[config.mk]
export PLATFORM = sky130hd
export DESIGN_NAME = tpe_cfg
export DESIGN_NICKNAME = d
export VERILOG_FILES = /design/src/hw/rtl/turtle_pose_engine_defines.svh /design/src/hw/rtl/tpe_pkg.sv /design/src/hw/rtl/tpe_cfg.sv
export SDC_FILE = /design/constraint.sdc
export NUM_CORES = 1
export LEC_CHECK = 0
export BUFFER_PORTS_ARGS = -buffer_cell sky130_fd_sc_hd__buf_4
export CORE_ASPECT_RATIO = 0.5
export CORE_UTILIZATION = 40
export DETAILED_ROUTE_END_ITERATION = 16
export HOLD_SLACK_MARGIN = 0.15
export PLACE_DENSITY = 0.69
export SYNTH_ARGS = -nofsm -noshare
export SYNTH_HDL_FRONTEND = slang
export SYNTH_SLANG_ARGS = --single-unit
export TNS_END_PERCENT = 5
[constraint.sdc]
create_clock -name clk -period 0.8 [get_ports clk]
set_input_delay 0.12 -clock clk [delete_from_list [all_inputs] [get_ports clk]]
set_output_delay 0.12 -clock clk [all_outputs]
set_load 0.05 [all_outputs]
[src/hw/rtl/turtle_pose_engine_defines.svh]
// Assertion macros used by the turtle pose engine top level
`ifndef TURTLE_POSE_ENGINE_DEFINES_SVH
`define TURTLE_POSE_ENGINE_DEFINES_SVH

// same-cycle implication, sampled on clk, off while arst_n is low
`define TPE_ASSERT_NOW(label, ante, cons, msg) \
	label: assert property (@(posedge clk) disable iff (!arst_n) (ante) |-> (cons)) \
		else $error(msg);

// next-cycle implication, sampled on clk, off while arst_n is low
`define TPE_ASSERT_NEXT(label, ante, cons, msg) \
	label: assert property (@(posedge clk) disable iff (!arst_n) (ante) |=> (cons)) \
		else $error(msg);

`endif

[src/hw/rtl/tpe_pkg.sv]
// Types, constants and tables of the turtle pose engine
`timescale 1ns / 1ps
package tpe_pkg;

	localparam int FRAC_BITS    = 16;
	localparam int CORDIC_STEPS = 20;
	localparam int COLOUR_COUNT = 16;
	localparam int ANG_FRAC     = 24;
	localparam int ANG_SH       = ANG_FRAC - FRAC_BITS;
	localparam int MUL_SH       = 30 - FRAC_BITS;

	localparam int XW = 45;
	localparam int ZW = 36;
	localparam int HW = 25;
	localparam int MW = 51;

	localparam logic [4:0] CORD_LAST = 5'(CORDIC_STEPS - 1);
	localparam logic [4:0] MOD_TOP   = 5'd9;

	localparam logic [HW-1:0] HEADING_MOD = HW'(360) << FRAC_BITS;
	localparam logic [HW-1:0] HD_90       = HW'(90) << FRAC_BITS;
	localparam logic [HW-1:0] HD_180      = HW'(180) << FRAC_BITS;
	localparam logic [HW-1:0] HD_270      = HW'(270) << FRAC_BITS;

	localparam logic signed [ZW-1:0] DEG90_Q24  = ZW'(90) << ANG_FRAC;
	localparam logic signed [ZW-1:0] DEG180_Q24 = ZW'(180) << ANG_FRAC;
	localparam logic signed [ZW-1:0] DEG360_Q24 = ZW'(360) << ANG_FRAC;
	localparam logic signed [ZW-1:0] MOD_OFF    = ZW'(HEADING_MOD) << MOD_TOP;

	localparam logic signed [XW-1:0] GAIN_Q30 = XW'(652032874);
	localparam logic signed [XW-1:0] NORM_LIM = XW'(1) << 40;

	localparam logic [12:0] WIN_W_RST = 13'd640;
	localparam logic [12:0] WIN_H_RST = 13'd480;

	localparam logic [1:0] EDGE_FREE  = 2'd0;
	localparam logic [1:0] EDGE_FENCE = 2'd1;
	localparam logic [1:0] EDGE_WRAP  = 2'd2;

	localparam logic [2:0] CFG_WIN_W  = 3'd0;
	localparam logic [2:0] CFG_WIN_H  = 3'd1;
	localparam logic [2:0] CFG_EDGE   = 3'd2;
	localparam logic [2:0] CFG_PEN    = 3'd3;
	localparam logic [2:0] CFG_COLOUR = 3'd4;
	localparam logic [2:0] CFG_STROKE = 3'd5;
	localparam logic [2:0] CFG_STYLE  = 3'd6;

	typedef enum logic [2:0] {
		OP_MOVE    = 3'd0,
		OP_ROTATE  = 3'd1,
		OP_SETANG  = 3'd2,
		OP_SETXY   = 3'd3,
		OP_SETX    = 3'd4,
		OP_SETY    = 3'd5,
		OP_TOWARDS = 3'd6,
		OP_HOME    = 3'd7
	} op_t;

	typedef struct packed {
		logic [12:0] win_w;
		logic [12:0] win_h;
		logic [1:0]  edge_mode;
		logic        pen_on;
		logic [3:0]  colour;
		logic [7:0]  stroke_w;
		logic [1:0]  style;
	} cfg_t;

	typedef struct packed {
		logic       load;
		logic       prep;
		logic       vprep;
		logic       mod_step;
		logic       norm_step;
		logic       cord_step;
		logic       mul;
		logic       fin;
		logic       out_load;
		logic [4:0] idx;
	} ctl_t;

	typedef struct packed {
		op_t  op;
		logic spec;
		logic norm_done;
	} sts_t;

	typedef struct packed {
		logic signed [31:0] pos_x;
		logic signed [31:0] pos_y;
		logic [HW-1:0]      heading;
		logic               segment_valid;
		logic signed [31:0] seg_from_x;
		logic signed [31:0] seg_from_y;
		logic signed [31:0] seg_to_x;
		logic signed [31:0] seg_to_y;
		logic [3:0]         seg_colour;
		logic [7:0]         seg_width;
		logic [1:0]         seg_style;
		logic               error_code;
	} res_t;

	// atan(2^-k) in degrees, Q24
	function automatic logic [29:0] atan_q24(input logic [4:0] k);
		logic [29:0] a;
		case (k)
			5'd0:  a = 30'd754974720;
			5'd1:  a = 30'd445687602;
			5'd2:  a = 30'd235489088;
			5'd3:  a = 30'd119537938;
			5'd4:  a = 30'd60000934;
			5'd5:  a = 30'd30029717;
			5'd6:  a = 30'd15018523;
			5'd7:  a = 30'd7509720;
			5'd8:  a = 30'd3754917;
			5'd9:  a = 30'd1877466;
			5'd10: a = 30'd938734;
			5'd11: a = 30'd469367;
			5'd12: a = 30'd234684;
			5'd13: a = 30'd117342;
			5'd14: a = 30'd58671;
			5'd15: a = 30'd29335;
			5'd16: a = 30'd14668;
			5'd17: a = 30'd7334;
			5'd18: a = 30'd3667;
			5'd19: a = 30'd1833;
			5'd20: a = 30'd917;
			5'd21: a = 30'd458;
			5'd22: a = 30'd229;
			5'd23: a = 30'd115;
			5'd24: a = 30'd57;
			5'd25: a = 30'd29;
			5'd26: a = 30'd14;
			5'd27: a = 30'd7;
			5'd28: a = 30'd4;
			5'd29: a = 30'd2;
			5'd30: a = 30'd1;
			default: a = 30'd0;
		endcase
		return a;
	endfunction

endpackage

[src/hw/rtl/tpe_cfg.sv]
// Configuration registers with range checks on write
`timescale 1ns / 1ps
module tpe_cfg (
	input  logic          clk,
	input  logic          arst_n,
	input  logic          cfg_we,
	input  logic [2:0]    cfg_index,
	input  logic [12:0]   cfg_wdata,
	output tpe_pkg::cfg_t cfg
);
	import tpe_pkg::*;

	cfg_t cfg_q;

	assign cfg = cfg_q;

	always_ff @(posedge clk or negedge arst_n) begin
		if (!arst_n) begin
			cfg_q.win_w     <= WIN_W_RST;
			cfg_q.win_h     <= WIN_H_RST;
			cfg_q.edge_mode <= EDGE_FREE;
			cfg_q.pen_on    <= 1'b1;
			cfg_q.colour    <= 4'd1;
			cfg_q.stroke_w  <= 8'd1;
			cfg_q.style     <= 2'd0;
		end else if (cfg_we) begin
			// drop out-of-range values, keep the old setting
			case (cfg_index)
				CFG_WIN_W: begin
					if (cfg_wdata >= 13'd1 && cfg_wdata <= 13'd4096) cfg_q.win_w <= cfg_wdata;
				end
				CFG_WIN_H: begin
					if (cfg_wdata >= 13'd1 && cfg_wdata <= 13'd4096) cfg_q.win_h <= cfg_wdata;
				end
				CFG_EDGE: begin
					if (cfg_wdata[1:0] != 2'd3) cfg_q.edge_mode <= cfg_wdata[1:0];
				end
				CFG_PEN: cfg_q.pen_on <= cfg_wdata[0];
				CFG_COLOUR: begin
					if (int'(cfg_wdata[3:0]) < COLOUR_COUNT) cfg_q.colour <= cfg_wdata[3:0];
				end
				CFG_STROKE: begin
					if (cfg_wdata[7:0] != 8'd0) cfg_q.stroke_w <= cfg_wdata[7:0];
				end
				CFG_STYLE: begin
					if (cfg_wdata[1:0] != 2'd3) cfg_q.style <= cfg_wdata[1:0];
				end
				default: ;
			endcase
		end
	end
endmodule

[Word-level counts from Yosys, hierarchy flattened]
Cells that the tools add are included.
Storage, ports and cells
  register bits: 43
  latch bits: 0
  bits in writable memories: 0
  bits in read-only memories: 0
  input port bits: 19
  output and inout bits: 43
  word-level logic and storage cells: 26
  memories kept: 0
Operators by class
  $add $sub $neg: 0
  $mul: 0
  div/mod/pow operators: 0
  order comparisons: 2
  eq/ne operators: 7
  shifts and indexed selects: 0
  mux-type cells: 0
  bitwise operators: 0
  reduce and logical (&&, ||, !) cells: 10
Operators by type and width (number)
  AND reduction 3 bit: 5
  >= comparator 13 x 1 -> 1 bit, second input constant: 1
  <= comparator 13 bit, second input constant: 1
  equality test 3 bit, second input constant: 3
  nonzero test 8 bit: 1
  equality test 3 x 2 -> 1 bit, second input constant: 2
  AND reduction 2 bit: 2
  equality test 3 x 1 -> 1 bit, second input constant: 1
  zero test 3 bit: 1
  inequality test 2 bit, second input constant: 1
  logical AND 1 bit: 1

[Logic depth before layout (Yosys ltp)]
Gate-level depths: netlist of run 1.
  word-level depth: 3
  depth in mapped cells: 5
  gate-level depth less buffers: 4

[Worst setup path after synthesis of run 1]
OpenSTA, ideal clock, no wires.
  path kind: input-to-reg
  start: input cfg_wdata[6]
  end: register cfg_q (netlist bit cfg[30])
  library setup time: 0.125 ns
  arrival: 1.806 ns
  data required time: 0.675 ns
  slack: -1.131 ns
  stages on the path: 5
  buffers on the path: 1
  cells stage by stage: or4_4 -> or4_4 -> nand4_4 -> buf_12 -> mux2_4
Between the ends
  longest elaborated chain between the ends: 3
  elaborated cells between the ends (all ways): 4
  classes of those cells: 2 x order compare; 2 x reduce/logical
RTL lines
  start, declared: RTL line tpe_cfg.sv:8  | input logic [12:0] cfg_wdata,
  >= comparator 13 x 1 -> 1 bit or <= comparator 13 bit (tied branches): RTL line tpe_cfg.sv:30  | if (cfg_wdata >= 13'd1 && cfg_wdata <= 13'd4096) cfg_q.win_w <= cfg_wdata;
  logical AND 1 bit (*): RTL line tpe_cfg.sv:30
  AND reduction 3 bit (no line) (*)
  end, declared: RTL line tpe_cfg.sv:13  | cfg_t cfg_q;
Mark *: on every way between the ends. The rest lies on a longest branch, timed or not.
A chain may end at the register's enable or synchronous reset.

[Worst setup path in the final report of run 1]
  start: input cfg_wdata[6]
  end: register cfg_q (netlist bit cfg[18])
Between the ends
  longest elaborated chain between the ends: 3
  elaborated cells between the ends (all ways): 4
  classes of those cells: 2 x order compare; 2 x reduce/logical
RTL lines
  >= comparator 13 x 1 -> 1 bit or <= comparator 13 bit (tied branches): RTL line tpe_cfg.sv:33  | if (cfg_wdata >= 13'd1 && cfg_wdata <= 13'd4096) cfg_q.win_h <= cfg_wdata;
  logical AND 1 bit (*): RTL line tpe_cfg.sv:33
  AND reduction 3 bit (no line) (*)
Marks and branches as above.

==> flow_metrics.tcl, run 1 <==
set metrics [dict create \
    outcome "finished with violations" \
    failed_checks "design-rule violations, negative setup slack" \
    ant_nets 0 \
    routedWlPerCell_microns 15.78 \
    synthCells 111 \
    cts_buffer_depth 2 \
    multi_input_area_sq_um 789.5 \
    clkLatencyLatePin_ns 0.30 \
    synth_fp_nets 130 \
    rows 17 \
    cp_max_fo 9 \
    port_buffers 61 \
    cp.required_ns 0.99 \
    power_w 0.008723 \
    synth_cell_types 21 \
    hold_violations 0 \
    globalRouteTotalUtil 0.1823 \
    rsz0062_at_grt "true" \
    cts_tree "built" \
    ys_ff_latch 43 \
    syn_area_sq_um 1859 \
    die_area_sq_um 4941 \
    layout_setup_ws_ns -0.9731 \
    grt_pass1_wl_mm 6.844 \
    worst_hold_path_type "in -> reg" \
    slew_viol_final 0 \
    htree_levels 2 \
    syn_avg_cell_area_sq_um 16.75 \
    wirelength_mm 4.104 \
    antenna_found_initial 0 \
    timing.final.crit_share 2.216 \
    maxCapViolCount 0 \
    yosys.area.top_type "dfrtp_1" \
    grt_max_degree 44 \
    clock_sinks 43 \
    finalSetupViolations 82 \
    die_h_microns 50.21 \
    fmax_mhz 564.0 \
    syn_to_final_growth_pct 58.28 \
    grt_overflow 0 \
    numCtsBuffers 5 \
    drc 4 \
    fin_skew_ns 0 \
    ioPinCount 62 \
    diodes 0 \
    drt-initial-drc-count 46 \
    ir_worst_vdd_mv 1.114 \
    layout_min_cycle_time_ns 1.773 \
    clkTransAtPathRegs_ns 0.08 \
    vias_per_cell 4.735 \
    seq_area_frac_synth 0.5848 \
    dr_total_vias 1231 \
    yosys_warnings 0 \
    worst_pin_slew_ns 0.4125 \
    postCtsSetupBuffers 0 \
    leakagePower_nw 1.439 \
    ys_top_cells_by_area "dfrtp_1 (46%), mux2_4 (16%), dfstp_2 (13%)" \
    chipWidth_microns 98.42 \
    powerDensity_nw_per_um2 2964 \
    crit_path_end_kind "flip-flop" \
    path_class "in -> reg" \
    crit_arrival_ns 1.96 \
    drt_pass1_iterations 10 \
    largest_register_ffs 43 \
    pre_cts_slack_ns -1.336 \
    fillers 317 \
    grt_pass1_vias 1343 \
    layout.nets 221 \
    critPathLaunchType "input port" \
    initial_core_util 0.4202 \
    ctsHoldBuffers 1 \
    place_congestion 0.8117 \
    regArea_sq_um 1087 \
    cts_root_buffer "clkbuf_8" \
    hpwl_mm 2.802 \
    drive_gt1_frac 0.7438 \
    maxSlewHeadroom 0.7241 \
    yosysTopAreaCellShare 0.4576 \
    core-area_sq_um 4424 \
]
==> synthesized netlist by cell type <==
master / count
mux2_1: 6
nor3_2: 1
nand2_1: 1
nand2b_1: 2
o31ai_4: 1
nand3_1: 1
mux2_2: 13
mux2_4: 20
buf_12: 2
nor2b_1: 1
or4_4: 3
nand4_4: 1
dfstp_2: 9
a31oi_1: 4
nor2_1: 4
nand4b_4: 1
dfrtp_1: 34
nor3_1: 1
or4_1: 1
a21oi_1: 4
clkbuf_4: 1
==> through the flow <==
stage | hold slack [ns] | cells | utilization | TNS, ns | instance area [sq um]
floorplan | -0.1756 | 111 | - | -33.77 | 1859
global placement | 0.09225 | 250 | 0.5755 | -42.19 | 2546
detailed placement | 0.09903 | 250 | 0.5755 | -42.81 | 2546
CTS | 0.08579 | 260 | 0.6612 | -36.73 | 2925
global route | 0.1031 | 260 | 0.6652 | -38.95 | 2943
finish | 0.1001 | 260 | 0.6652 | -36.73 | 2943
==> cell type report <==
class | count | share of cell area
repair buffers | 86 | 0.3040
multi-input cells | 66 | 0.2683
well taps | 57 | 0.02423
clock buffers | 8 | 0.03401
flip-flops and latches | 43 | 0.3695
==> path summary, 6_finish.rpt <==
path / cells after the start / end / slack (ns) / from
max in group asynchronous: 3 / cfg[10] / 0.20 / arst_n
min reg2reg: 1 / cfg[38] / 0.54 / cfg[38]
min in group asynchronous: 3 / cfg[26] / 0.32 / arst_n
max: 6 / cfg[18] / -0.97 / cfg_wdata[6]
min: 2 / cfg[4] / 0.10 / cfg_wdata[2]
max reg2reg: 1 / cfg[38] / 0 / cfg[38]
==> what timing repair did <==
item,4_1_cts,5_1_grt
hold endpoints to repair,57,8
pin swaps,1,0
gates resized for setup,68,5
gates cloned,1,0
endpoints found under the setup margin,82,86
==> kinds of logic (layout without fill, tap and decap cells) <==
| kind of cell | after synthesis | in the layout | synth area share |
|---|---|---|---|
| buffers and inverters | 3 | 94 | 0.02557 |
| DFF | 43 | 43 | 0.5848 |
| muxes | 39 | 39 | 0.2766 |
| AOI/OAI and AO/OA | 9 | 9 | 0.03566 |
| and+or+nand+nor | 17 | 18 | 0.07738 |
==> per-layer routing <==
layer | part of all wire | vias to the layer above | GRT usage
met5 | 0 | - | 0
met4 | 0.019 | 0 | 0.08209
met3 | 0.030 | 7 | 0.03760
met2 | 0.47 | 28 | 0.2840
met1 | 0.48 | 607 | 0.2495
li1 | - | 589 | -
==> cell usage in the layout (no fill, tap or decap), types with 2 or more instances in the layout <==
cell type,count
buf_6,41
dfrtp_1,34
buf_4,33
mux2_4,28
mux2_2,9
dfstp_2,9
buf_8,9
clkbuf_8,7
or4_4,4
a21oi_1,4
a31oi_1,4
nor2_1,2
nand2b_1,2
nor2_2,2
mux2_1,2
buf_12,2
==> report_power, final <==
part,leakage (nW),switching [W],total (W),internal [W]
Clock,0.0515,0.000731,0.00152,0.000788
Sequential,0.508,0.000403,0.00316,0.00275
Combinational,0.880,0.00232,0.00405,0.00173
==> worst max-delay path: stages <==
cell and delay, ns:
buf_6 0.10, or4_4 0.56, or4_4 0.59, nand4b_4 0.14, buf_12 0.15, mux2_4 0.30
Power figures use the tool's default switching activity.
==> run 2, diff against run 1 <==
==> constraint.sdc (replaced) <==
create_clock -name clk -period 0.8 [get_ports clk]
set_input_delay 0.16 -clock clk [delete_from_list [all_inputs] [get_ports clk]]
set_output_delay 0.16 -clock clk [all_outputs]
set_load 0.05 [all_outputs]
==> run 2 against run 1 <==
The flow finishes with violations (negative setup slack). Final cell count grew 1.5%. Combinational power increased by 2%. Register-to-register slack got worse by 0.03 ns. Flip-flop and latch count did not move. Core utilization up 1.8 points. Largest cell class unchanged.
==> flow_metrics.tcl, run 2 (same netlist as run 1, synthesis figures left out) <==
set metrics [dict create \
    outcome "finished with violations" \
    failed_checks "negative setup slack" \
    cts_buffer_depth 2 \
    vias_per_cell 4.773 \
    regArea_sq_um 1087 \
    hold_violations 0 \
    fmax_mhz 544.7 \
    routedWlPerCell_microns 16.17 \
    timing.final.crit_share 2.295 \
    clkLatencyLatePin_ns 0.29 \
    powerDensity_nw_per_um2 2851 \
    rows 17 \
    rr_worst_depth 2 \
    rsz0062_at_grt "true" \
    multi_input_area_sq_um 807.0 \
    r2r_start "cfg[22]" \
    clock_sinks 43 \
    r2r-end "cfg[22]" \
    cts_tree "built" \
    crit_arrival_ns 2.01 \
    dr_total_vias 1260 \
    maxCapViolCount 0 \
    clkTransAtPathRegs_ns 0.08 \
    globalRouteTotalUtil 0.1765 \
    syn_to_final_growth_pct 62.65 \
    antenna_found_initial 0 \
    core-area_sq_um 4424 \
    die_area_sq_um 4941 \
    cp.required_ns 0.98 \
    critPathLaunchType "input port" \
    drc 0 \
    layout.nets 225 \
    numCtsBuffers 5 \
    final_common_cell "buf_6" \
    finalSetupViolations 80 \
    layout_min_cycle_time_ns 1.836 \
    htree_levels 2 \
    fin_skew_ns 0 \
    port_buffers 61 \
    slew_viol_final 0 \
    die_h_microns 50.21 \
    grt_pass1_wl_mm 6.527 \
    worst_hold_path_type "in -> reg" \
    whs_path_depth 2 \
    ioPinCount 62 \
    ctsHoldBuffers 1 \
    ir_worst_vdd_mv 1.273 \
    ant_nets 0 \
    min_from "cfg_wdata[2]" \
    initial_core_util 0.4202 \
    drive_gt1_frac 0.7633 \
    place_congestion 0.8054 \
    grt_pass1_vias 1312 \
    wirelength_mm 4.268 \
    crit_path_end_kind "flip-flop" \
    cp_max_fo 4 \
    grt_max_degree 25 \
    leakagePower_nw 1.482 \
    rrSetupSlack_ns -0.03 \
    finalSetupTns_ns -40.06 \
    path_class "in -> reg" \
    largest_register_ffs 43 \
    fillers 282 \
    layout_setup_ws_ns -1.036 \
    chipWidth_microns 98.42 \
    final_cell_mix "buf_6 (49), dfrtp_1 (34), mux2_4 (31)" \
    grt_overflow 0 \
    power_w 0.008621 \
    worst_pin_slew_ns 0.4283 \
    drt-initial-drc-count 45 \
    maxSlewHeadroom 0.7136 \
    drt_pass1_iterations 7 \
    diodes 0 \
    hpwl_mm 2.829 \
    cts_root_buffer "clkbuf_8" \
    hold_path_end "cfg[19]" \
]
## run 2: changes by cell type in the layout (fill, tap and decap cells not counted), moves of 2 or more
cell      previous run  this run
buf_4               33        30
buf_6               41        49
mux2_4              28        31
buf_8                9         7
mux2_1               2         0
clkbuf_8             7         5
## run 2: routing by layer
layer	up-vias	share of wire	global-route usage	routed length [microns]
met5	-	0	0	0
met4	0	0.0042	0.03980	18
met3	2	0.028	0.04039	118
met1	645	0.48	0.2380	2059
met2	21	0.49	0.2946	2072
li1	592	-	-	-
## run 2: cell type report
class	instances	area share
clock buffers	7	0.02524
clock inverters	1	0.001655
multi-input cells	65	0.2669
flip-flops and latches	43	0.3595
well taps	57	0.02358
repair buffers	91	0.3231
## run 2: critical path: stages
cell       delay, ns
buf_6           0.09
or4_4           0.56
or4_4           0.60
nand4b_4        0.15
clkbuf_16       0.16
mux2_4          0.29
## run 2: worst max path at each step
stage / startpoint / end / slack [ns] / depth (start not counted)
after CTS: cfg_wdata[6] / cfg[29] / -1.01 / 6
final: cfg_wdata[0] / cfg[27] / -1.04 / 6
after floorplan: cfg_wdata[6] / cfg[30] / -1.17 / 5
after global placement: cfg_wdata[6] / cfg[38] / -1.36 / 5
after global routing: cfg_wdata[0] / cfg[27] / -1.07 / 6
after detailed placement: cfg_wdata[6] / cfg[38] / -1.38 / 5
## run 2: timing repair
| item | CTS | global route |
|---|---|---|
| resized for setup | 67 | 17 |
| pin swaps | 2 | 2 |
| buffers inserted | 2 | 0 |
| hold endpoints to repair | 45 | 4 |
| endpoints found under the setup margin | 84 | 86 |
| cloned | 0 | 1 |
## run 2: where the power goes
group	internal, W	total (W)	switching (W)
Clock	0.000614	0.00135	0.000737
Combinational	0.00178	0.00412	0.00234
Sequential	0.00275	0.00315	0.000399
Total	0.00515	0.00862	0.00347
## run 2: per-stage QoR
stage	cell area [sq um]	hold slack, ns	std cells	utilization	setup WS (ns)
2_1_floorplan	1859	-0.1356	111	-	-1.171
3_3_place_gp	2561	0.01685	252	0.5789	-1.356
3_5_place_dp	2561	0.01891	252	0.5789	-1.384
4_1_cts	2934	0.1185	263	0.6632	-1.006
5_1_grt	3024	0.1203	264	0.6835	-1.066
6_report	3024	0.1276	264	0.6835	-1.036
==> run 3, diff against run 2 <==
ABC_AREA = 1   (was unset)
PLACE_DENSITY = 0.68   (was 0.69)
==> run 3 against run 2 <==
The flow still finishes with violations (negative setup slack). Worst hold slack improved by 0.028 ns. Global-route usage rose by 5.0 points. Flip-flop and latch count stayed put. Sequential share of layout area decreased by 1.2 points. Final cell count grew 45%. Clock skew did not move. Register-to-register slack barely moved. First-iteration DRC count increased by 18%. Total power shrank 7.8%. Sequential power is 3% lower. Design area increased by 3.3%. Die area rose by 6.8%. Largest cell class unchanged.
==> flow_metrics.tcl, run 3 <==
set metrics [dict create \
    htree_levels 2 \
    clkPwrFrac 0.170 \
    fmax_mhz 858.0 \
    ant_nets 0 \
    antenna_found_initial 0 \
    grt_pass1_wl_mm 8.811 \
    async_flop_share 1.000 \
    cp.required_ns 0.64 \
    crit_chain "buf_8" \
    routedWlPerCell_microns 13.98 \
    final_cell_mix "nand2_1 (78), buf_4 (55), buf_6 (35)" \
    outcome "finished with violations" \
    slew_viol_final 0 \
    fin_hold_ws_ns 0.1559 \
    finalSetupViolations 77 \
    synth_most_common_cell "nand2_1" \
    multi_input_area_sq_um 854.6 \
    pwr-share-seq 0.382 \
    largest_register_ffs 43 \
    combPwrFrac 0.448 \
    yosys_warnings 0 \
    fin_skew_ns 0 \
    crit_arrival_ns 1.01 \
    ioPinCount 62 \
    cp.depth 1 \
    crit_path_end_kind "output port" \
    critPathLaunchType "flip-flop" \
    drc 0 \
    crit_family "flip-flops" \
    syn_to_final_growth_pct 57.04 \
    syn_area_sq_um 1989 \
    chipWidth_microns 101.7 \
    whs_path_depth 3 \
    cts_root_buffer "clkbuf_8" \
    synth_edf_count 0 \
    ys_top_cells_by_area "dfrtp_1 (43%), nand2_1 (15%), dfstp_2 (12%)" \
    clkTransAtPathRegs_ns 0.08 \
    wirelength_mm 5.353 \
    cts_tree "built" \
    initial_core_util 0.4350 \
    timing.final.crit_share 1.457 \
    failed_checks "negative setup slack" \
    rows 17 \
    max_stage_delay_ns 0.57 \
    fillers 346 \
    final_cell_area_sq_um 3124 \
    switching_share 0.4196 \
    drive_gt1_frac 0.4511 \
    intPower_w 0.004615 \
    maxCapViolCount 0 \
    final_common_cell "nand2_1" \
    clock_sinks 43 \
    rsz0062_at_grt "true" \
    hold_violations 0 \
    cts_buffer_depth 2 \
    globalRouteTotalUtil 0.2268 \
    drt_pass1_iterations 4 \
    clkLatencyLatePin_ns 0.29 \
    postPlaceCellArea_sq_um 2784 \
    diodes 0 \
    synth_fp_nets 234 \
    yosys.area.top_type "dfrtp_1" \
    leakagePower_nw 1.588 \
    ys_ff_latch 43 \
    powerDensity_nw_per_um2 2545 \
    regArea_sq_um 1087 \
    switchingPower_w 0.003336 \
    synthCells 215 \
    yosysTopAreaCellShare 0.4277 \
    vias_per_cell 4.901 \
    drt-initial-drc-count 53 \
    hpwl_mm 4.079 \
    cp_num_buf_inv 1 \
    synth_cell_types 22 \
    port_buffers 61 \
    numCtsBuffers 5 \
    layout_setup_ws_ns -0.3655 \
    worst_pin_slew_ns 0.3528 \
    grt_pass1_vias 1883 \
    ir_worst_vdd_mv 1.099 \
    dr_total_vias 1877 \
    place_congestion 0.8119 \
    synthTopCellsByCount "nand2_1 (80), dfrtp_1 (34), nand4_1 (28)" \
    syn_avg_cell_area_sq_um 9.253 \
    seq_area_frac_synth 0.5465 \
    grt_overflow 0 \
    worst_hold_path_type "in -> reg" \
    layout_min_cycle_time_ns 1.166 \
    path_class "reg -> out" \
    rr_worst_depth 3 \
    die_area_sq_um 5276 \
    grt_max_degree 17 \
    maxSlewHeadroom 0.7648 \
    cp_slowest_cell "dfstp_2" \
    layout.nets 335 \
    core-area_sq_um 4573 \
    cp_max_fo 2 \
    synth_ff_type "dfrtp_1" \
    die_h_microns 51.87 \
]
run 3: cell types whose count changed after synthesis, sizes merged, moves of 2 or more:
| cell | before | now |
|---|---|---|
| inv | 0 | 7 |
| mux2 | 39 | 0 |
| nand4 | 1 | 28 |
| a31oi | 4 | 0 |
| nand2b | 2 | 0 |
| nor2 | 4 | 19 |
| nand3 | 1 | 7 |
| nor3 | 2 | 0 |
| or4 | 4 | 0 |
| buf | 2 | 9 |
| a21oi | 4 | 1 |
| o21ai | 0 | 13 |
| nand2 | 1 | 85 |
run 3: cell type report:
| class | instances | share of cell area |
|---|---|---|
| clock buffers | 7 | 0.02443 |
| repair buffers | 103 | 0.3176 |
| flip-flops and latches | 43 | 0.3480 |
| inverters | 7 | 0.008410 |
| well taps | 66 | 0.02643 |
| clock inverters | 1 | 0.001602 |
| multi-input cells | 156 | 0.2735 |
run 3: power by group through the flow:
stage	sequential, W	clock, W	combinational [W]
after floorplan	0.00450	0	0.000484
after global placement	0.00295	0	0.00316
after detailed placement	0.00297	0	0.00321
after CTS	0.00304	0.00137	0.00357
after global routing	0.00309	0.00148	0.00375
final	0.00304	0.00135	0.00356
run 3: path summary, 6_finish.rpt:
path / from / to / slack (ns)
worst max-delay path: cfg[14] / cfg[14] / -0.37
worst min-delay path: cfg_wdata[5] / cfg[7] / 0.16
worst max register to register: cfg[22] / cfg[22] / -0.02
worst min register to register: cfg[39] / cfg[39] / 0.49
max in group asynchronous: arst_n / cfg[14] / 0.07
min in group asynchronous: arst_n / cfg[29] / 0.28
run 3: repair_timing:
item,4_1_cts,5_1_grt
hold buffers,3,0
hold endpoints to repair,44,0
pin swaps,4,2
buffers inserted,0,0
endpoints found under the setup margin,77,80
gates resized for setup,58,5
run 3: through the flow:
stage               power, W  setup slack [ns]  std cells    util  setup TNS (ns)
global route        0.008317           -0.3993        383  0.6832          -18.24
floorplan           0.004986           -0.3026        215       -          -9.285
finish              0.007951           -0.3655        383  0.6832          -14.49
detailed placement  0.006176           -0.5350        372  0.6088          -18.36
CTS                 0.007976           -0.3757        383  0.6791          -14.89
global placement    0.006108           -0.5032        372  0.6088          -17.13
run 3: logic make-up after synthesis:
| kind of cell | Yosys count | synth area share |
|---|---|---|
| compound gates | 14 | 0.04465 |
| flops | 43 | 0.5465 |
| simple gates | 142 | 0.3598 |
| buf+inv | 16 | 0.04905 |
run 3: metal layers:
metal  part of all wire  GRT usage  wire (microns)  vias to the layer above
met5                  0          0               0                        -
met4             0.0073    0.06280              39                        0
met3              0.037    0.04704             198                        5
met2               0.50     0.3840            2660                       40
met1               0.46     0.2980            2454                      910
li1                   -          -               -                      922
