**src/hw/rtl/turtle_pose_engine_defines.svh**
```systemverilog
// Assertion macros used by the turtle pose engine top level
`ifndef TURTLE_POSE_ENGINE_DEFINES_SVH
`define TURTLE_POSE_ENGINE_DEFINES_SVH

// same-cycle implication, sampled on clk, off while arst_n is low
`define TPE_ASSERT_NOW(label, ante, cons, msg) \
	label: assert property (@(posedge clk) disable iff (!arst_n) (ante) |-> (cons)) \
		else $error(msg);

// next-cycle implication, sampled on clk, off while arst_n is low
`define TPE_ASSERT_NEXT(label, ante, cons, msg) \
	label: assert property (@(posedge clk) disable iff (!arst_n) (ante) |=> (cons)) \
		else $error(msg);

`endif

```
**src/hw/rtl/tpe_pkg.sv**
```systemverilog
// Types, constants and tables of the turtle pose engine
`timescale 1ns / 1ps
package tpe_pkg;

	localparam int FRAC_BITS    = 16;
	localparam int CORDIC_STEPS = 20;
	localparam int COLOUR_COUNT = 16;
	localparam int ANG_FRAC     = 24;
	localparam int ANG_SH       = ANG_FRAC - FRAC_BITS;
	localparam int MUL_SH       = 30 - FRAC_BITS;

	localparam int XW = 45;
	localparam int ZW = 36;
	localparam int HW = 25;
	localparam int MW = 51;

	localparam logic [4:0] CORD_LAST = 5'(CORDIC_STEPS - 1);
	localparam logic [4:0] MOD_TOP   = 5'd9;

	localparam logic [HW-1:0] HEADING_MOD = HW'(360) << FRAC_BITS;
	localparam logic [HW-1:0] HD_90       = HW'(90) << FRAC_BITS;
	localparam logic [HW-1:0] HD_180      = HW'(180) << FRAC_BITS;
	localparam logic [HW-1:0] HD_270      = HW'(270) << FRAC_BITS;

	localparam logic signed [ZW-1:0] DEG90_Q24  = ZW'(90) << ANG_FRAC;
	localparam logic signed [ZW-1:0] DEG180_Q24 = ZW'(180) << ANG_FRAC;
	localparam logic signed [ZW-1:0] DEG360_Q24 = ZW'(360) << ANG_FRAC;
	localparam logic signed [ZW-1:0] MOD_OFF    = ZW'(HEADING_MOD) << MOD_TOP;

	localparam logic signed [XW-1:0] GAIN_Q30 = XW'(652032874);
	localparam logic signed [XW-1:0] NORM_LIM = XW'(1) << 40;

	localparam logic [12:0] WIN_W_RST = 13'd640;
	localparam logic [12:0] WIN_H_RST = 13'd480;

	localparam logic [1:0] EDGE_FREE  = 2'd0;
	localparam logic [1:0] EDGE_FENCE = 2'd1;
	localparam logic [1:0] EDGE_WRAP  = 2'd2;

	localparam logic [2:0] CFG_WIN_W  = 3'd0;
	localparam logic [2:0] CFG_WIN_H  = 3'd1;
	localparam logic [2:0] CFG_EDGE   = 3'd2;
	localparam logic [2:0] CFG_PEN    = 3'd3;
	localparam logic [2:0] CFG_COLOUR = 3'd4;
	localparam logic [2:0] CFG_STROKE = 3'd5;
	localparam logic [2:0] CFG_STYLE  = 3'd6;

	typedef enum logic [2:0] {
		OP_MOVE    = 3'd0,
		OP_ROTATE  = 3'd1,
		OP_SETANG  = 3'd2,
		OP_SETXY   = 3'd3,
		OP_SETX    = 3'd4,
		OP_SETY    = 3'd5,
		OP_TOWARDS = 3'd6,
		OP_HOME    = 3'd7
	} op_t;

	typedef struct packed {
		logic [12:0] win_w;
		logic [12:0] win_h;
		logic [1:0]  edge_mode;
		logic        pen_on;
		logic [3:0]  colour;
		logic [7:0]  stroke_w;
		logic [1:0]  style;
	} cfg_t;

	typedef struct packed {
		logic       load;
		logic       prep;
		logic       vprep;
		logic       mod_step;
		logic       norm_step;
		logic       cord_step;
		logic       mul;
		logic       fin;
		logic       out_load;
		logic [4:0] idx;
	} ctl_t;

	typedef struct packed {
		op_t  op;
		logic spec;
		logic norm_done;
	} sts_t;

	typedef struct packed {
		logic signed [31:0] pos_x;
		logic signed [31:0] pos_y;
		logic [HW-1:0]      heading;
		logic               segment_valid;
		logic signed [31:0] seg_from_x;
		logic signed [31:0] seg_from_y;
		logic signed [31:0] seg_to_x;
		logic signed [31:0] seg_to_y;
		logic [3:0]         seg_colour;
		logic [7:0]         seg_width;
		logic [1:0]         seg_style;
		logic               error_code;
	} res_t;

	// atan(2^-k) in degrees, Q24
	function automatic logic [29:0] atan_q24(input logic [4:0] k);
		logic [29:0] a;
		case (k)
			5'd0:  a = 30'd754974720;
			5'd1:  a = 30'd445687602;
			5'd2:  a = 30'd235489088;
			5'd3:  a = 30'd119537938;
			5'd4:  a = 30'd60000934;
			5'd5:  a = 30'd30029717;
			5'd6:  a = 30'd15018523;
			5'd7:  a = 30'd7509720;
			5'd8:  a = 30'd3754917;
			5'd9:  a = 30'd1877466;
			5'd10: a = 30'd938734;
			5'd11: a = 30'd469367;
			5'd12: a = 30'd234684;
			5'd13: a = 30'd117342;
			5'd14: a = 30'd58671;
			5'd15: a = 30'd29335;
			5'd16: a = 30'd14668;
			5'd17: a = 30'd7334;
			5'd18: a = 30'd3667;
			5'd19: a = 30'd1833;
			5'd20: a = 30'd917;
			5'd21: a = 30'd458;
			5'd22: a = 30'd229;
			5'd23: a = 30'd115;
			5'd24: a = 30'd57;
			5'd25: a = 30'd29;
			5'd26: a = 30'd14;
			5'd27: a = 30'd7;
			5'd28: a = 30'd4;
			5'd29: a = 30'd2;
			5'd30: a = 30'd1;
			default: a = 30'd0;
		endcase
		return a;
	endfunction

endpackage

```
**src/hw/rtl/tpe_ctrl.sv**
```systemverilog
// Command sequencer of the turtle pose engine
`timescale 1ns / 1ps
module tpe_ctrl (
	input  logic          clk,
	input  logic          arst_n,
	input  logic          cmd_valid,
	output logic          cmd_ready,
	output logic          res_valid,
	input  logic          res_ready,
	input  tpe_pkg::sts_t sts,
	output tpe_pkg::ctl_t ctl
);
	import tpe_pkg::*;

	typedef enum logic [8:0] {
		S_IDLE  = 9'b000000001,
		S_PREP  = 9'b000000010,
		S_VPREP = 9'b000000100,
		S_MOD   = 9'b000001000,
		S_NORM  = 9'b000010000,
		S_CORD  = 9'b000100000,
		S_MUL   = 9'b001000000,
		S_FIN   = 9'b010000000,
		S_OUT   = 9'b100000000
	} state_t;

	state_t     state_q, state_d;
	logic [4:0] cnt_q, cnt_d;
	logic       res_valid_q;

	assign res_valid = res_valid_q;

	always_comb begin
		state_d   = state_q;
		cnt_d     = cnt_q;
		cmd_ready = 1'b0;
		ctl       = '0;
		ctl.idx   = cnt_q;
		case (state_q)
			S_IDLE: begin
				cmd_ready = 1'b1;
				if (cmd_valid) begin
					ctl.load = 1'b1;
					state_d  = S_PREP;
				end
			end
			S_PREP: begin
				ctl.prep = 1'b1;
				case (sts.op)
					OP_MOVE: begin
						cnt_d   = 5'd0;
						state_d = S_CORD;
					end
					OP_ROTATE, OP_SETANG: begin
						cnt_d   = MOD_TOP;
						state_d = S_MOD;
					end
					OP_TOWARDS: state_d = S_VPREP;
					default: state_d = S_FIN;
				endcase
			end
			S_VPREP: begin
				ctl.vprep = 1'b1;
				cnt_d     = 5'd0;
				state_d   = S_NORM;
			end
			S_NORM: begin
				if (sts.spec) state_d = S_FIN;
				else if (sts.norm_done) state_d = S_CORD;
				else ctl.norm_step = 1'b1;
			end
			S_CORD: begin
				ctl.cord_step = 1'b1;
				cnt_d         = cnt_q + 5'd1;
				if (cnt_q == CORD_LAST) state_d = (sts.op == OP_MOVE) ? S_MUL : S_FIN;
			end
			S_MOD: begin
				ctl.mod_step = 1'b1;
				cnt_d        = cnt_q - 5'd1;
				if (cnt_q == 5'd0) state_d = S_FIN;
			end
			S_MUL: begin
				ctl.mul = 1'b1;
				state_d = S_FIN;
			end
			S_FIN: begin
				ctl.fin = 1'b1;
				state_d = S_OUT;
			end
			S_OUT: begin
				// hold until the result register is free
				if (!res_valid_q || res_ready) begin
					ctl.out_load = 1'b1;
					state_d      = S_IDLE;
				end
			end
			default: state_d = S_IDLE;
		endcase
	end

	always_ff @(posedge clk or negedge arst_n) begin
		if (!arst_n) begin
			state_q     <= S_IDLE;
			cnt_q       <= 5'd0;
			res_valid_q <= 1'b0;
		end else begin
			state_q <= state_d;
			cnt_q   <= cnt_d;
			if (ctl.out_load) res_valid_q <= 1'b1;
			else if (res_ready) res_valid_q <= 1'b0;
		end
	end
endmodule

```
**config.mk**
```make
export PLATFORM = sky130hd
export DESIGN_NAME = tpe_ctrl
export DESIGN_NICKNAME = d
export VERILOG_FILES = /design/src/hw/rtl/turtle_pose_engine_defines.svh /design/src/hw/rtl/tpe_pkg.sv /design/src/hw/rtl/tpe_ctrl.sv
export SDC_FILE = /design/constraint.sdc
export NUM_CORES = 1
export LEC_CHECK = 0
export BUFFER_PORTS_ARGS = -buffer_cell sky130_fd_sc_hd__buf_2
export CAP_MARGIN = 20
export CORE_MARGIN = 1
export CORE_UTILIZATION = 30
export CTS_BUF_LIST = sky130_fd_sc_hd__clkbuf_16
export DETAILED_ROUTE_END_ITERATION = 10
export REMOVE_ABC_BUFFERS = 1
export SYNTH_ARGS = -nofsm -noshare
export SYNTH_HDL_FRONTEND = slang
export SYNTH_SLANG_ARGS = --single-unit
```
**constraint.sdc**
```tcl
create_clock -name clk -period 3.2 [get_ports clk]
set_input_delay 0.48 -clock clk [delete_from_list [all_inputs] [get_ports clk]]
set_output_delay 0.48 -clock clk [all_outputs]
set_load 0.02 [all_outputs]
```
# Yosys cells after proc, flatten, opt, wreduce, memory -nomap -nowiden

Cells that the tools add are included.

Register bits after elaboration: 15
Input port bits: 9
Output and inout port bits: 16
Word-level logic and storage cells: 60

Add/subtract/negate cells: 2
Equality and inequality tests: 19
Mux-type cells: 27
Reduce and logical (&&, ||, !) cells: 9

Operator list:

| operator                                         | number |
|---|---|
| case mux 9 bit (9 select lines)                  | 1 |
| 2-to-1 mux 9 bit                                 | 6 |
| case mux 8 bit (3 select lines)                  | 1 |
| case mux 5 bit (4 select lines)                  | 1 |
| 2-to-1 mux 1 bit                                 | 16 |
| case mux 5 bit (2 select lines)                  | 1 |
| == test 9 x 1 -> 1 bit, second input constant    | 1 |
| == test 9 x 2 -> 1 bit, second input constant    | 1 |
| == test 9 x 3 -> 1 bit, second input constant    | 1 |
| == test 9 x 4 -> 1 bit, second input constant    | 1 |
| == test 9 x 5 -> 1 bit, second input constant    | 1 |
| == test 9 x 6 -> 1 bit, second input constant    | 1 |
| == test 9 x 7 -> 1 bit, second input constant    | 1 |
| == test 9 x 8 -> 1 bit, second input constant    | 1 |
| == test 9 bit, second input constant             | 1 |
| 2-to-1 mux 8 bit                                 | 1 |
| inequality test 2 bit, second input constant     | 4 |
| adder 5 x 1 -> 5 bit, second input constant      | 1 |
| == test 5 bit, second input constant             | 1 |
| zero test 5 bit                                  | 1 |
| AND reduction 5 bit                              | 1 |
| subtractor 5 x 1 -> 5 bit, second input constant | 1 |
| nonzero test 4 bit                               | 1 |
| == test 3 x 1 -> 1 bit, second input constant    | 1 |
| 10 further kinds                                 | 10 |

# Depth between registers and ports, before layout

Gate-level depths: netlist (run 1).

Word-level depth: 5
Gate-level depth with buffers: 9
Mapped depth without buffers: 9

# Worst setup path after synthesis (run 1)

Ideal clock, no wire load.

Path type: flip-flop to flip-flop
Start: register state_q[8]
End: register cnt_q[4]
Setup time: 136 ps
Data arrival time: 2232 ps
Required time: 3064 ps
Path slack: 832 ps
Cell stages (with the launch flop): 10
Path buffers: 0
Path through: dfrtp_1 -> nor4_2 -> nand4_1 -> inv_1 -> ha_1 -> a21o_1 -> a21oi_1 -> mux2i_1 -> o21ai_0 -> o21ai_0

Cells in the longest elaborated chain, start to end: 3
Elaborated cells on any way between the ends: 8
Those cells by class: eq/ne (5); mux (1); reduce/logical (2)

Ends and longest elaborated chain:

| item                                                                           | line            | text |
|---|---|---|
| start: declaration                                                             | tpe_ctrl.sv:27  | `state_t state_q, state_d;` |
| start signal: assignment                                                       | tpe_ctrl.sv:107 | `state_q <= state_d;` |
| == test 9 x 2 -> 1 bit (tied with other cells)                                 | tpe_ctrl.sv:39  | `case (state_q)` |
| inequality test 3 x 2 -> 1 bit (no line) or nonzero test 4 bit (tied branches) | n/a             |  |
| AND reduction 2 bit (no line)                                                  | n/a             |  |
| end signal: assignment                                                         | tpe_ctrl.sv:108 | `cnt_q <= cnt_d;` |
| end: declaration                                                               | tpe_ctrl.sv:28  | `logic [4:0] cnt_q, cnt_d;` |

Several ways; a longest one is shown, not always the timed one.
A chain may end at the register's enable or synchronous reset.

==> results of run 1 <==
## sequential cells by signal, indices dropped and copies added (netlist names)
signal,cells
cnt_q,5
res_valid,1
state_q,9
## final cells by class
cell class | instances | share of cell area (%)
repair buffers | 25 | 10.1
multi-input cells | 92 | 48.4
inverters | 3 | 0.895
clock inverters | 1 | 0.298
well taps | 44 | 4.37
clock buffers | 3 | 5.96
flip-flops and latches | 15 | 29.9
## routing by layer
metal  GRT usage [%]  part of all wire, %  up-vias
met4            11.3                  3.1        0
met5               0                    0        -
li1                -                    -      470
met3            1.30                  2.5        5
met1            21.1                   46      457
met2            24.1                   48       27
## cell families (layout without fill, tap and decap cells)
group / after synthesis / count (layout)
AO/OA/AOI/OAI: 29 / 29
XOR/XNOR: 5 / 5
adder cells (fa/ha/maj): 4 / 4
buffers and inverters: 5 / 32
flip-flops: 15 / 15
multiplexers: 1 / 1
AND/OR/NAND/NOR: 53 / 53
## worst max-delay path: cells and delay by family (launching register included)
kind                   cells  cell delay [ns]
buffers and inverters      1             0.19
DFF                        1             0.44
and+or+nand+nor            4             1.21
## stage by stage
stage | worst slack [ns] | instances | utilization, % | hold WS, ns | power [mW]
finish | 0.631 | 183 | 40.2 | 0.128 | 0.969
global placement | 0.798 | 179 | 37.7 | 0.404 | 0.717
floorplan | 0.836 | 110 | - | 0.184 | 0.597
CTS | 0.628 | 183 | 40.2 | 0.145 | 0.976
detailed placement | 0.681 | 179 | 37.7 | 0.408 | 0.723
global route | 0.390 | 183 | 40.2 | 0.163 | 1.03
## worst max-delay path by stage
| stage | startpoint | endpoint | slack [ns] | cells after the start |
|---|---|---|---|---|
| after floorplan | state_q[8] | cnt_q[4] | 0.84 | 9 |
| after global placement | state_q[8] | cnt_q[4] | 0.80 | 9 |
| after detailed placement | state_q[8] | cnt_q[4] | 0.68 | 9 |
| after CTS | state_q[8] | ctl[9] | 0.63 | 5 |
| after global routing | state_q[8] | cnt_q[4] | 0.39 | 9 |
| final | state_q[8] | ctl[9] | 0.63 | 5 |
## report_power, final
group / total (mW) / internal [mW] / switching [mW]
registers: 0.308 / 0.239 / 0.0684
clock network: 0.242 / 0.165 / 0.0761
logic: 0.420 / 0.168 / 0.252
## cells in the final DEF (no fill, tap or decap), types with 3 or more instances in the layout
cell type	synthesis	routed
buf_2	0	24
dfrtp_1	14	14
nor2_1	13	13
a21oi_1	9	9
o21ai_0	6	6
nor3_1	5	5
nand2_1	5	5
nand3_1	4	4
nor3b_1	4	4
inv_1	3	4
a21o_1	4	4
xnor2_1	4	4
ha_1	3	3
clkbuf_16	0	3
==> flow_metrics.env, run 1 <==
export IMPL_finish_instance_area_um2=1260
export IMPL_cts_setup_buffers=0
export IMPL_timing_hold_worst_class="in2async"
export IMPL_dp_hpwl_um=1860
export IMPL_finalMaxSlewViolations=0
export IMPL_synth_edff_count=0
export IMPL_power_per_cell_area_nw_per_um2=770
export IMPL_syn_cell_area_um2=1010
export IMPL_ctsResizeCount=0
export IMPL_synth_most_common_cell="dfrtp_1"
export IMPL_fillers=309
export IMPL_yosysWarningCount=0
export IMPL_required_ns=2.72
export IMPL_synth_compound_area_share_pct=18.5
export IMPL_tightest_slew_ns=0.612
export IMPL_outcome="finished clean"
export IMPL_route_detailed_drc=0
export IMPL_path_max_fanout=7
export IMPL_synthCells=112
export IMPL_synth_top_cell_by_area="dfrtp_1"
export IMPL_clkLatencyLatePin_ns=0.25
export IMPL_numCtsBuffers=3
export IMPL_fmax_mhz=389
export IMPL_cts_tree="yes"
export IMPL_avgSynthCellArea_um2=8.98
export IMPL_path_clk_slew_ns=0.05
export IMPL_path_class="reg2out"
export IMPL_core_um2=3130
export IMPL_start_util_pct=32.2
export IMPL_hold_viol=0
export IMPL_totalWireLength_um=2480
export IMPL_end_kind="output port"
export IMPL_antenna_found_initial=0
export IMPL_async_flop_share_pct=100
export IMPL_vdd_drop_max_uv=195
export IMPL_antenna_left=0
export IMPL_final_seq_area_um2=377
export IMPL_grt_max_degree=16
export IMPL_rsz0062_at_grt="false"
export IMPL_holdBufCountCts=0
export IMPL_synth_adder_area_share_pct=5.72
export IMPL_layout_nets=153
export IMPL_ys_top_cells_by_count="dfrtp_1 (14), nor2_1 (13), a21oi_1 (9)"
export IMPL_placed_area_um2=1180
export IMPL_rows=20
export IMPL_synth_top_area_share_pct=34.8
export IMPL_vias_per_cell=5.24
export IMPL_gp_congestion=0.841
export IMPL_synth_mux_area_share_pct=0.995
export IMPL_drive_above_1_share_pct=25.9
export IMPL_cp_slowest_cell="or4_1"
export IMPL_drv_cap=0
export IMPL_grt_overflow_total=0
export IMPL_root_buffer="clkbuf_16"
export IMPL_crit_path_start_kind="register"
export IMPL_synth_cell_type_count=42
export IMPL_ys_seq_elements=15
export IMPL_grt_pass1_wl_um=4120
export IMPL_die_w_um=59.9
export IMPL_yosysSeqAreaShare_pct=37.4
export IMPL_slew_headroom_pct=59.0
export IMPL_r2r_cells=9
export IMPL_r2r_start="state_q[8]"
export IMPL_synthFlopType="dfrtp_1"
export IMPL_grt_pass1_vias=899
export IMPL_cts_sinks=15
export IMPL_grt_use_total_pct=15.9
export IMPL_first_iter_violations=15
export IMPL_finalSetupTns_ns=0
export IMPL_dieArea_um2=3590
export IMPL_p_leak_nw=0.649
export IMPL_synth_simple_area_share_pct=31.0
export IMPL_multi_input_area_um2=609
export IMPL_finalSetupViolCount=0
export IMPL_cts_path_max_buffers=2
export IMPL_slowest_delay_ns=0.57
export IMPL_synth_area_leaders="dfrtp_1 (35%), nor2_1 (4.9%), a21oi_1 (4.5%)"
export IMPL_r2r_end="cnt_q[4]"
export IMPL_synth_top_family_by_area="simple AND/OR/NAND/NOR gates"
export IMPL_die_h_um=59.9
export IMPL_arrival_ns=2.09
export IMPL_htreeDepth=1
export IMPL_drt_pass1_iterations=4
export IMPL_skew_ns=0.00558
export IMPL_path_cells="or4_1 -> nor4_1 -> nand3b_1 -> nor3_2 -> buf_2"
export IMPL_fin_crit_sh_pct=80.3
export IMPL_area_growth_pct=25.1
export IMPL_fin_crit_ns=2.57
export IMPL_port_buffers=24
export IMPL_antennaDiodeCount=0
export IMPL_wl_per_cell_um=13.6
export IMPL_r2r_slack_ns=0.66
export IMPL_yosys_area_share_xor_xnor_pct=4.35
export IMPL_vias=959
export IMPL_io_pins=25
Power figures use the tool's default switching activity.
==> run 2: changes to the inputs <==
ABC_AREA = 1   (was not set)
clock period = 2.4 ns   (was 3.2 ns; I/O delays follow)
==> flow_metrics.env, run 2 <==
export IMPL_timing_hold_worst_class="in2async"
export IMPL_crit_path_start_kind="register"
export IMPL_synthFlopType="dfrtp_1"
export IMPL_r2r_end="cnt_q[3]"
export IMPL_rsz0062_at_grt="false"
export IMPL_arrival_ns=2.24
export IMPL_syn_cell_area_um2=1260
export IMPL_required_ns=2.54
export IMPL_cts_tree="yes"
export IMPL_antenna_left=0
export IMPL_synth_area_leaders="dfrtp_1 (28%), nand2_1 (12%), nand3_1 (8.4%)"
export IMPL_slew_headroom_pct=76.4
export IMPL_ys_top_cells_by_count="nand2_1 (39), inv_1 (24), nor2_1 (23)"
export IMPL_power_per_cell_area_nw_per_um2=923
export IMPL_finalSetupViolCount=0
export IMPL_r2r_cells=13
export IMPL_totalWireLength_um=2780
export IMPL_worst_hold_slack_ns=0.0170
export IMPL_antenna_found_initial=0
export IMPL_placed_area_um2=1440
export IMPL_finish_instance_area_um2=1520
export IMPL_largest_reg_flops=9
export IMPL_cts_sinks=15
export IMPL_synth_edff_count=0
export IMPL_grt_overflow_total=0
export IMPL_synthCells=175
export IMPL_grt_pass1_vias=1072
export IMPL_numCtsBuffers=3
export IMPL_antennaDiodeCount=0
export IMPL_htreeDepth=1
export IMPL_avgSynthCellArea_um2=7.19
export IMPL_dp_hpwl_um=2230
export IMPL_final_cells=253
export IMPL_synth_cell_type_count=26
export IMPL_path_clk_slew_ns=0.05
export IMPL_cts_setup_buffers=0
export IMPL_r2r_start="state_q[5]"
export IMPL_area_growth_pct=20.8
export IMPL_io_pins=25
export IMPL_ys_seq_elements=15
export IMPL_final_seq_area_um2=377
export IMPL_drive_above_1_share_pct=29.6
export IMPL_route_detailed_drc=0
export IMPL_ctsResizeCount=0
export IMPL_gp_congestion=0.844
export IMPL_layout_commonest_cell="nand2_1"
export IMPL_hold_viol=0
export IMPL_r2r_slack_ns=0.30
export IMPL_cts_path_max_buffers=2
export IMPL_grt_pass1_wl_um=4730
export IMPL_clkLatencyLatePin_ns=0.25
export IMPL_first_iter_violations=39
export IMPL_die_h_um=66.7
export IMPL_p_leak_nw=0.957
export IMPL_vias_per_cell=4.52
export IMPL_path_class="reg2reg"
export IMPL_drv_cap=0
export IMPL_synth_most_common_cell="nand2_1"
export IMPL_yosysWarningCount=0
export IMPL_top_register="state_q"
export IMPL_tightest_slew_ns=0.354
export IMPL_start_util_pct=31.4
export IMPL_drt_pass1_iterations=4
export IMPL_finalMaxSlewViolations=0
export IMPL_end_kind="register"
export IMPL_rows=23
export IMPL_layout_nets=217
export IMPL_synth_top_cell_by_area="dfrtp_1"
export IMPL_synth_top_area_share_pct=27.9
export IMPL_fin_crit_ns=2.10
export IMPL_outcome="finished clean"
export IMPL_skew_ns=0.00221
export IMPL_layout_common_cells="nand2_1 (39), inv_1 (25), buf_2 (24)"
export IMPL_fmax_mhz=476
export IMPL_multi_input_area_um2=768
export IMPL_fin_crit_sh_pct=87.6
export IMPL_grt_use_total_pct=14.3
export IMPL_vias=1144
export IMPL_dieArea_um2=4450
export IMPL_async_flop_share_pct=100
export IMPL_root_buffer="clkbuf_16"
export IMPL_holdBufCountCts=0
export IMPL_core_um2=4000
export IMPL_place_inst=249
export IMPL_grt_max_degree=16
export IMPL_wl_per_cell_um=11.0
export IMPL_yosysSeqAreaShare_pct=30.0
export IMPL_vdd_drop_max_uv=226
export IMPL_finalSetupTns_ns=0
export IMPL_port_buffers=24
export IMPL_die_w_um=66.7
export IMPL_fillers=429
export IMPL_path_max_fanout=6
[run 2: changes by cell type after synthesis, sizes merged, moves of 4 or more]
cell	previous run	this run
a21o	4	0
a21oi	9	5
inv	3	30
nand2	5	50
nand3	4	22
nor2	13	31
nor3	6	2
nor3b	4	0
xnor2	4	0
[run 2: logic make-up after synthesis]
logic type               count (synthesis)  synth area share [%]
AND/OR/NAND/NOR                        111                  48.8
flip-flops                              15                  30.0
XOR/XNOR                                 1                 0.697
buffers and inverters                   30                  8.96
adder cells (fa/ha/maj)                  4                  4.58
AO/OA/AOI/OAI                           14                  7.06
[run 2: layout make-up]
class                      count  share of cell area, %
multi-input combinational    130                   50.6
sequential                    15                   24.8
timing repair buffer          24                   7.91
inverter                      30                   7.41
clock buffer                   3                   4.94
tap                           50                   4.12
clock inverter                 1                  0.247
[run 2: worst max-delay path by stage]
stage / cells past startpoint / slack [ns] / start / to
after CTS: 13 / 0.30 / state_q[5] / cnt_q[3]
after floorplan: 13 / 0.35 / state_q[5] / cnt_q[3]
after detailed placement: 13 / 0.30 / state_q[5] / cnt_q[3]
after global routing: 12 / 0.09 / state_q[5] / cnt_q[4]
final: 13 / 0.30 / state_q[5] / cnt_q[3]
after global placement: 13 / 0.35 / state_q[5] / cnt_q[3]
[run 2: critical path: stages (launching register included)]
cell	delay [ns]
dfrtp_1	0.42
nor2_2	0.16
nand2_4	0.11
nor2_8	0.13
nand2_4	0.08
inv_1	0.18
ha_1	0.31
a21oi_1	0.16
nand2_1	0.07
xor2_1	0.14
nand2_1	0.06
nand2_1	0.05
nand2_1	0.06
nand2_1	0.05
[run 2: per-stage QoR]
step,power (mW),util [%],worst slack (ns)
after global placement,1.08,36.0,0.353
after global routing,1.51,38.0,0.0926
final,1.40,38.0,0.298
after floorplan,0.917,-,0.346
after CTS,1.41,38.0,0.295
after detailed placement,1.08,36.0,0.304
[run 2: per-layer routing]
layer	vias to the layer above	track usage (%)	routed length, um
li1	602	-	-
met1	515	19.9	1410
met2	22	21.7	1240
met3	5	1.71	72
met4	0	7.18	55
met5	-	0	0
[run 2: power by group]
group	switching [mW]	internal (mW)
registers	0.0724	0.315
clock network	0.109	0.221
logic	0.447	0.238
total	0.629	0.774
==> run 3: changes to the inputs <==
CORE_UTILIZATION = 36   (was 30)
PLACE_DENSITY = 0.58   (was not set)
==> flow_metrics.env, run 3 (synthesis gave the netlist of run 2 again) <==
export IMPL_finalMaxSlewViolations=0
export IMPL_antenna_left=0
export IMPL_crit_path_start_kind="register"
export IMPL_rsz0062_at_grt="false"
export IMPL_layout_common_cells="nand2_1 (39), inv_1 (25), buf_2 (24)"
export IMPL_die_w_um=61.1
export IMPL_skew_ns=0.00133
export IMPL_antennaDiodeCount=0
export IMPL_slew_headroom_pct=77.4
export IMPL_vias_per_cell=4.51
export IMPL_dieArea_um2=3730
export IMPL_drive_above_1_share_pct=29.6
export IMPL_rows=21
export IMPL_die_h_um=61.1
export IMPL_outcome="finished clean"
export IMPL_cts_sinks=15
export IMPL_fmax_mhz=484
export IMPL_start_util_pct=37.7
export IMPL_area_growth_pct=20.4
export IMPL_cts_path_max_buffers=2
export IMPL_fin_crit_ns=2.07
export IMPL_vias=1124
export IMPL_drv_cap=0
export IMPL_first_iter_violations=59
export IMPL_timing_hold_worst_class="in2async"
export IMPL_grt_pass1_wl_um=4280
export IMPL_path_max_fanout=6
export IMPL_fin_total_pwr_mw=1.39
export IMPL_cts_tree="yes"
export IMPL_wl_per_cell_um=10.6
export IMPL_grt_pass1_vias=945
export IMPL_grt_overflow_total=0
export IMPL_core_um2=3340
export IMPL_holdBufCountCts=0
export IMPL_arrival_ns=2.20
export IMPL_r2r_cells=13
export IMPL_p_leak_nw=0.957
export IMPL_root_buffer="clkbuf_16"
export IMPL_largest_reg_flops=9
export IMPL_top_register="state_q"
export IMPL_path_class="reg2reg"
export IMPL_grt_max_degree=16
export IMPL_grt_use_total_pct=15.9
export IMPL_gp_congestion=0.830
export IMPL_route_detailed_drc=0
export IMPL_finalSetupViolCount=0
export IMPL_end_kind="register"
export IMPL_finalSetupTns_ns=0
export IMPL_dp_hpwl_um=2180
export IMPL_path_clk_slew_ns=0.05
export IMPL_tightest_slew_ns=0.339
export IMPL_required_ns=2.54
export IMPL_cts_setup_buffers=0
export IMPL_clkLatencyLatePin_ns=0.24
export IMPL_hold_viol=0
export IMPL_layout_commonest_cell="nand2_1"
export IMPL_drt_pass1_iterations=4
export IMPL_antenna_found_initial=0
export IMPL_ctsResizeCount=0
export IMPL_fin_util_pct=45.4
export IMPL_htreeDepth=1
export IMPL_power_per_cell_area_nw_per_um2=919
export IMPL_totalWireLength_um=2650
export IMPL_fin_crit_sh_pct=86.1
export IMPL_layout_nets=217
export IMPL_numCtsBuffers=3
export IMPL_fillers=351
export IMPL_port_buffers=24
export IMPL_io_pins=25
export IMPL_vdd_drop_max_uv=288
-- run 3: cell counts in the layout (fill, tap and decap cells not counted) --
No cell type changed its count.
-- run 3: cell type report --
| type | count | area, um2 | share of cell area (%) |
|---|---|---|---|
| clock inverter | 1 | 3.75 | 0.248 |
| tap | 46 | 57.6 | 3.80 |
| clock buffer | 3 | 75.1 | 4.96 |
| sequential | 15 | 377 | 24.9 |
| inverter | 30 | 113 | 7.44 |
| multi-input combinational | 130 | 768 | 50.7 |
| timing repair buffer | 24 | 120 | 7.93 |
-- run 3: per-layer routing --
metal / wire length (um) / up-vias / track usage [%]
met2: 1150 / 24 / 23.3
met5: 0 / - / 0
met3: 100 / 3 / 3.57
li1: - / 607 / -
met1: 1380 / 490 / 22.7
met4: 21 / 0 / 5.84
-- run 3: stage by stage --
step	instances	area (um2)	worst slack, ns	hold WS (ns)
floorplan	175	1260	0.346	0.0644
global placement	245	1440	0.363	0.293
detailed placement	245	1440	0.334	0.289
CTS	249	1510	0.328	0.0302
global route	249	1510	0.102	0.0386
finish	249	1510	0.334	0.0121
-- run 3: final timing paths --
path / startpoint / endpoint / slack [ns]
max reg2reg: state_q[1] / cnt_q[3] / 0.33
min in group clk: res_ready / res_valid / 0.31
max in group asynchronous: arst_n / state_q[0] / 2.09
min: arst_n / res_valid / 0.01
max: state_q[1] / cnt_q[3] / 0.33
min reg2reg: res_valid / res_valid / 0.56
-- run 3: worst max-delay path: stages, from the launching register on --
cell	delay, ns
dfrtp_1	0.41
nor2_4	0.15
nand2_4	0.11
nor2_8	0.16
nand2_4	0.09
inv_1	0.17
ha_1	0.30
a21oi_1	0.16
nand2_1	0.08
xor2_1	0.14
nand2_1	0.06
nand2_1	0.05
nand2_1	0.05
nand2_1	0.04
-- run 3: power by group --
group | switching [mW] | internal, mW | total (mW)
clock | 0.100 | 0.221 | 0.321
sequential | 0.0699 | 0.315 | 0.385
combinational | 0.448 | 0.237 | 0.686
